<file path="config.mk">
export PLATFORM = sky130hd
export DESIGN_NAME = prefixed_number_token_parser
export DESIGN_NICKNAME = d
export VERILOG_FILES = /design/src/sv/pntp_pkg.sv /design/src/sv/pntp_digit.sv /design/src/sv/prefixed_number_token_parser.sv
export SDC_FILE = /design/constraint.sdc
export NUM_CORES = 1
export LEC_CHECK = 0
export BUFFER_PORTS_ARGS = -buffer_cell sky130_fd_sc_hd__buf_2
export CORE_ASPECT_RATIO = 1.2
export CORE_MARGIN = 2
export CORE_UTILIZATION = 44
export CTS_CLUSTER_SIZE = 8
export DETAILED_ROUTE_END_ITERATION = 8
export PLACE_DENSITY = 0.69
export SLEW_MARGIN = 20
export SYNTH_ARGS = -nofsm -noshare
export SYNTH_HDL_FRONTEND = slang
export SYNTH_SLANG_ARGS = --single-unit
</file>
<file path="constraint.sdc">
create_clock -name clk -period 4.7 [get_ports clk]
set_clock_uncertainty 0.1 [all_clocks]
set_input_delay 0.235 -clock clk [delete_from_list [all_inputs] [get_ports clk]]
set_output_delay 0.235 -clock clk [all_outputs]
set_load 0.03 [all_outputs]
</file>
<file path="src/sv/pntp_pkg.sv">
`default_nettype none

package pntp_pkg;

    localparam logic [7:0] CH_DOLLAR  = 8'h24;
    localparam logic [7:0] CH_HASH    = 8'h23;
    localparam logic [7:0] CH_PERCENT = 8'h25;
    localparam logic [7:0] CH_QUOTE   = 8'h27;
    localparam logic [7:0] CH_ZERO    = 8'h30;
    localparam logic [7:0] CH_ONE     = 8'h31;
    localparam logic [7:0] CH_NINE    = 8'h39;
    localparam logic [7:0] CH_UPPER_A = 8'h41;
    localparam logic [7:0] CH_UPPER_F = 8'h46;
    localparam logic [7:0] CH_LOWER_A = 8'h61;
    localparam logic [7:0] CH_LOWER_F = 8'h66;

    localparam logic [1:0] RADIX_DEC = 2'd0;
    localparam logic [1:0] RADIX_HEX = 2'd1;
    localparam logic [1:0] RADIX_BIN = 2'd2;

    localparam logic [1:0] PHASE_DOLLAR  = 2'd0;
    localparam logic [1:0] PHASE_HASH    = 2'd1;
    localparam logic [1:0] PHASE_PERCENT = 2'd2;
    localparam logic [1:0] PHASE_DIGITS  = 2'd3;

    localparam logic [2:0] COUNT_MAX   = 3'd4;
    localparam logic [2:0] COUNT_QUOTE = 3'd2;

    typedef struct packed {
        logic       ok;
        logic [3:0] val;
    } digit_t;

endpackage

`default_nettype wire

</file>
<file path="src/sv/pntp_digit.sv">
`default_nettype none

module pntp_digit (
    input  wire logic [7:0]      ch,
    input  wire logic [1:0]      radix,
    output pntp_pkg::digit_t     digit
);

    logic       is_dec;
    logic       is_upper;
    logic       is_lower;
    logic [7:0] dec_off;
    logic [7:0] upper_off;
    logic [7:0] lower_off;

    assign is_dec    = (ch >= pntp_pkg::CH_ZERO) && (ch <= pntp_pkg::CH_NINE);
    assign is_upper  = (ch >= pntp_pkg::CH_UPPER_A) && (ch <= pntp_pkg::CH_UPPER_F);
    assign is_lower  = (ch >= pntp_pkg::CH_LOWER_A) && (ch <= pntp_pkg::CH_LOWER_F);
    assign dec_off   = ch - pntp_pkg::CH_ZERO;
    assign upper_off = ch - pntp_pkg::CH_UPPER_A + 8'd10;
    assign lower_off = ch - pntp_pkg::CH_LOWER_A + 8'd10;

    always_comb
    begin
        digit.ok  = 1'b0;
        digit.val = dec_off[3:0];
        unique case (radix)
            pntp_pkg::RADIX_BIN:
            begin
                digit.ok = (ch == pntp_pkg::CH_ZERO) || (ch == pntp_pkg::CH_ONE);
            end
            pntp_pkg::RADIX_HEX:
            begin
                if (is_dec)
                begin
                    digit.ok = 1'b1;
                end
                else if (is_upper)
                begin
                    digit.ok  = 1'b1;
                    digit.val = upper_off[3:0];
                end
                else if (is_lower)
                begin
                    digit.ok  = 1'b1;
                    digit.val = lower_off[3:0];
                end
            end
            default:
            begin
                digit.ok = is_dec;
            end
        endcase
    end

endmodule

`default_nettype wire

</file>
<file path="src/sv/prefixed_number_token_parser.sv">
// Parses one token, a character per beat with tlast on its final character, into a 16-bit
// number. A token quote, c, quote gives the code of c sign-extended; otherwise optional
// prefixes '$' (hex), '#' (decimal), '%' (binary) in that order select the base, decimal by
// default, and the digits build value * base + digit modulo 2^16. One result beat follows each
// tlast beat, with tuser high if the token is a number (tdata is then the value, else zero).
// A beat is taken every cycle; a result is presented once its last character has passed from
// the input register into the result register, and the block stalls only while the result
// register holds a beat not yet taken.
`default_nettype none

module prefixed_number_token_parser (
    input  wire logic        clk,
    input  wire logic        rst_n,
    input  wire logic        s_tvalid,
    output logic             s_tready,
    input  wire logic [7:0]  s_tdata,   // [7:0] ch
    input  wire logic        s_tlast,
    output logic             m_tvalid,
    input  wire logic        m_tready,
    output logic [15:0]      m_tdata,   // [15:0] value
    output logic             m_tuser    // [0] is_number
);

    logic        in_valid_reg;
    logic [7:0]  in_ch_reg;
    logic        in_last_reg;

    logic [2:0]  count_reg,  count_next;
    logic [1:0]  phase_reg,  phase_next;
    logic [1:0]  radix_reg,  radix_next;
    logic [15:0] acc_reg,    acc_next;
    logic        bad_reg,    bad_next;
    logic [7:0]  first_reg,  first_next;
    logic [7:0]  second_reg, second_next;

    logic        out_valid_reg;
    logic        out_num_reg,   out_num_next;
    logic [15:0] out_value_reg, out_value_next;

    logic        advance;
    logic        consumed;
    logic        busy;
    logic [15:0] scaled;
    logic [15:0] acc_digit;

    pntp_pkg::digit_t digit;

    assign advance  = !out_valid_reg || m_tready;
    assign s_tready = !in_valid_reg || advance;
    assign busy     = advance && in_valid_reg;

    assign m_tvalid = out_valid_reg;
    assign m_tdata  = out_value_reg;
    assign m_tuser  = out_num_reg;

    pntp_digit u_digit (
        .ch    (in_ch_reg),
        .radix (radix_reg),
        .digit (digit)
    );

    always_comb
    begin
        unique case (radix_reg)
            pntp_pkg::RADIX_HEX: scaled = {acc_reg[11:0], 4'b0000};
            pntp_pkg::RADIX_BIN: scaled = {acc_reg[14:0], 1'b0};
            default:             scaled = {acc_reg[12:0], 3'b000} + {acc_reg[14:0], 1'b0};
        endcase
        acc_digit = scaled + {12'd0, digit.val};
    end

    always_comb
    begin
        count_next  = (count_reg < pntp_pkg::COUNT_MAX) ? count_reg + 3'd1 : count_reg;
        first_next  = (count_reg == 3'd0) ? in_ch_reg : first_reg;
        second_next = (count_reg == 3'd1) ? in_ch_reg : second_reg;
        phase_next  = phase_reg;
        radix_next  = radix_reg;
        consumed    = 1'b0;

        if (phase_next == pntp_pkg::PHASE_DOLLAR)
        begin
            phase_next = pntp_pkg::PHASE_HASH;
            if (in_ch_reg == pntp_pkg::CH_DOLLAR)
            begin
                radix_next = pntp_pkg::RADIX_HEX;
                consumed   = 1'b1;
            end
        end
        if (!consumed && phase_next == pntp_pkg::PHASE_HASH)
        begin
            phase_next = pntp_pkg::PHASE_PERCENT;
            if (in_ch_reg == pntp_pkg::CH_HASH)
            begin
                radix_next = pntp_pkg::RADIX_DEC;
                consumed   = 1'b1;
            end
        end
        if (!consumed && phase_next == pntp_pkg::PHASE_PERCENT)
        begin
            phase_next = pntp_pkg::PHASE_DIGITS;
            if (in_ch_reg == pntp_pkg::CH_PERCENT)
            begin
                radix_next = pntp_pkg::RADIX_BIN;
                consumed   = 1'b1;
            end
        end

        acc_next = acc_reg;
        bad_next = bad_reg;
        if (!consumed)
        begin
            if (digit.ok)
            begin
                acc_next = acc_digit;
            end
            else
            begin
                bad_next = 1'b1;
            end
        end

        priority if (count_reg == pntp_pkg::COUNT_QUOTE && first_reg == pntp_pkg::CH_QUOTE
                     && in_ch_reg == pntp_pkg::CH_QUOTE)
        begin
            out_num_next   = 1'b1;
            out_value_next = {{8{second_reg[7]}}, second_reg};
        end
        else if (bad_next)
        begin
            out_num_next   = 1'b0;
            out_value_next = 16'd0;
        end
        else
        begin
            out_num_next   = 1'b1;
            out_value_next = acc_next;
        end
    end

    always_ff @(posedge clk or negedge rst_n)
    begin
        if (!rst_n)
        begin
            in_valid_reg  <= 1'b0;
            out_valid_reg <= 1'b0;
            count_reg     <= 3'd0;
            phase_reg     <= pntp_pkg::PHASE_DOLLAR;
            radix_reg     <= pntp_pkg::RADIX_DEC;
            acc_reg       <= 16'd0;
            bad_reg       <= 1'b0;
            first_reg     <= 8'd0;
            second_reg    <= 8'd0;
        end
        else
        begin
            if (s_tready)
            begin
                in_valid_reg <= s_tvalid;
            end
            if (advance)
            begin
                out_valid_reg <= in_valid_reg && in_last_reg;
            end
            if (busy)
            begin
                // clear the token state once its last character is in
                if (in_last_reg)
                begin
                    count_reg  <= 3'd0;
                    phase_reg  <= pntp_pkg::PHASE_DOLLAR;
                    radix_reg  <= pntp_pkg::RADIX_DEC;
                    acc_reg    <= 16'd0;
                    bad_reg    <= 1'b0;
                    first_reg  <= 8'd0;
                    second_reg <= 8'd0;
                end
                else
                begin
                    count_reg  <= count_next;
                    phase_reg  <= phase_next;
                    radix_reg  <= radix_next;
                    acc_reg    <= acc_next;
                    bad_reg    <= bad_next;
                    first_reg  <= first_next;
                    second_reg <= second_next;
                end
            end
        end
    end

    always_ff @(posedge clk)
    begin
        if (s_tvalid && s_tready)
        begin
            in_ch_reg   <= s_tdata;
            in_last_reg <= s_tlast;
        end
        if (busy && in_last_reg)
        begin
            out_num_reg   <= out_num_next;
            out_value_reg <= out_value_next;
        end
    end

endmodule

`default_nettype wire
</file>
==> results.txt <==
Mapped Area = 4390 um2
Syn Nets = 505
Async SR Flop Fraction = 61.8%
RSZ-0062 raised after global routing = no
die width = 95.2 um
largest net degree at the start of global routing = 43
maxcap violations = 0
simple-gate share of the synthesized area = 19.9%
Die Ht = 113 um
Root Driver = clkbuf_16
vias in the first global route = 3653
Initial Utilization = 45.7%
# IOs = 32
Final Setup Violations = 0
Mean Syn Cell Area = 9.44 um2
post-synthesis mux area share = 1.85%
Hold Slack = -0.0335 ns
WP data arrival = 4.06 ns
Routed WL = 10500 um
drt via density = 5.85
average wire per standard cell = 16.7 um
reg-to-reg startpoint = in_ch_reg[1]
largest family of logic cells by synthesized area = compound AO/OA/AOI/OAI gates
Nets = 538
Detailed Route Iter0 Violations = 225
TritonCTS Buffers = 9
fmax = 243 MHz
clock sinks = 68
synthesized flop and latch total = 68
Slew headroom = 31.7%
adder-cell area share of the yosys netlist = 8.04%
htree depth = 3
Synth top area share = 23.9%
CTS tree = done
Most used DFF post-synth = dfrtp_1
Post-CTS Setup Inserts = 0
endpoints failing hold = 42
DR pass1 iterations = 5
crit start category = flop
largest cells by area after synthesis = dfrtp_1 (24%), edfxtp_1 (18%), ha_1 (7.1%)
layout cell share with drive strength beyond 1 = 13.5%
most frequent cell after synthesis = nand2_1
CP Launch Point = in_ch_reg[1]
WS Path Type = flop to flop
Slew Limit Fails = 0
period utilization = 87.6%
Final min period = 4.12 ns
Critical Path RT = 4.64 ns
Final WS setup = 0.581 ns
most frequent cells after synthesis = nand2_1 (62), o21ai_0 (50), dfrtp_1 (42)
R2R setup slack = 0.58 ns
Fin Setup TNS = 0 ns
pwr/cell area = 328 nW/um2
GPL Wtd Cong = 0.895
Finished Core Util = 52.1%
die area = 10800 um2
Synth Instances = 465
Peak VDD IR = 0.274 mV
number of flops mapped to enable cells by yosys = 26
Clk pin slew, worst setup/hold paths = 0.06 ns
Yosys Warn Count = 0
Post-Place Setup Slack = 0.641 ns
Multi-input gate area = 2380 um2
worst min-delay path category = primary input to async pin
Buffers on Ports = 31
worst-margin pin slew = 1.02 ns
total number of vias = 3659
XOR/XNOR Fraction of Synth Area = 3.39%
area delta synth->final = 14.1%
initial antenna violation count = 0
CP Capture Type = flop
GRT Total Usage = 20.9%
register area share after synthesis = 41.7%
ANT cells = 0
Skew-Pair Late Insertion Delay = 0.33 ns
CP max FO = 5
Clock Path Buffers = 2
core area = 9610 um2
LEAKAGE = 2.10 nW
Reg2Reg Depth = 18
row count = 39
global-route wire length before repair = 17600 um
DRC = 0
Yosys cell types = 63
DP HPWL = 7410 um
outcome = complete, but fails checks
register area = 1830 um2
FF-to-FF End = m_tdata[15]
compound-cell area share of the yosys netlist = 21.0%
Remaining Overflow, GRT = 0
Synth area leader = dfrtp_1
Fill cells = 871
post-route ant nets = 0
failing checks = negative hold slack
==> critical path: stages, from the launching register on <==
cell	delay, ns
edfxtp_1	0.45
inv_1	0.15
ha_1	0.23
nor2_1	0.06
a32oi_1	0.16
nand4_1	0.25
inv_1	0.16
nand2_1	0.07
o21ai_0	0.10
ha_1	0.22
inv_1	0.06
fa_1	0.38
nor2b_1	0.14
o21ai_0	0.14
or3b_4	0.47
nor4b_4	0.27
nand3b_2	0.14
mux2i_1	0.18
o311ai_1	0.11
==> power by group <==
part / internal (W) / total, W / switching (W)
Sequential: 0.000691 / 0.000748 / 0.0000570
Clock: 0.000411 / 0.000657 / 0.000246
Combinational: 0.0000890 / 0.000240 / 0.000151
Total: 0.00119 / 0.00164 / 0.000453
==> per-stage QoR <==
step	cell area, um2	power (W)	std cells	hold slack, ns
6_report	5010	0.00164	626	-0.0335
5_1_grt	5010	0.00172	626	0.0122
4_1_cts	5010	0.00165	626	0.00417
3_5_place_dp	4630	0.000989	601	0.313
3_3_place_gp	4630	0.000980	601	0.312
2_1_floorplan	4390	0.000919	465	-0.161
==> cell usage in the layout, fill, tap and decap left out, drive strengths merged, types with 3 or more instances in the layout <==
cell type / netlist / routed
xor2: 10 / 10
nand2b: 15 / 15
o221ai: 3 / 3
a21oi: 23 / 23
dfrtp: 42 / 42
xnor2: 7 / 7
nand4: 9 / 9
inv: 22 / 22
nand3: 5 / 5
a211oi: 4 / 4
a22oi: 3 / 3
buf: 9 / 34
a22o: 8 / 8
dlygate4sd3: 0 / 9
nor3: 10 / 10
nor2b: 8 / 8
and2: 4 / 4
nor2: 29 / 29
a21o: 5 / 5
a31oi: 5 / 5
o21ai: 57 / 57
a221oi: 7 / 7
o22ai: 3 / 3
edfxtp: 26 / 26
nand2: 62 / 62
nor4: 3 / 3
ha: 25 / 25
mux2i: 7 / 7
nor3b: 3 / 3
o211ai: 3 / 3
clkbuf: 12 / 12
nand3b: 5 / 5
nor4b: 5 / 5
==> repair_timing <==
action | 4_1_cts | 5_1_grt
gates resized for setup | 0 | 0
endpoints found under the hold margin | 9 | 0
hold buffers | 9 | 0
==> final cells by class <==
type                       count  share of cell area [%]
multi-input combinational    354                    47.6
sequential                    68                    36.6
timing repair buffer          43                    5.35
clock buffer                  12                    4.72
tap                          123                    3.07
inverter                      22                    1.65
clock inverter                 4                    1.02
==> layer usage <==
metal | vias up | track usage (%) | wire, um
met5 | - | 0 | 0
met4 | 0 | 8.02 | 216
met3 | 19 | 5.02 | 466
met2 | 114 | 35.0 | 5360
met1 | 1755 | 25.7 | 4440
li1 | 1771 | - | -
==> worst max path at each step <==
stage             endpoint  slack [ns]  depth (start not counted)
3_3_place_gp   m_tdata[15]        0.81                         17
3_5_place_dp   m_tdata[15]        0.64                         17
5_1_grt        m_tdata[15]        0.26                         17
4_1_cts        m_tdata[15]        0.63                         17
2_1_floorplan  m_tdata[15]        0.91                         17
6_report       m_tdata[15]        0.58                         18
==> cell families after synthesis <==
group	Yosys count
simple gates	165
compound gates	137
xor+xnor	17
buf+inv	43
fa+ha+maj	27
flops	68
mux	8
Power figures use the tool's default switching activity.
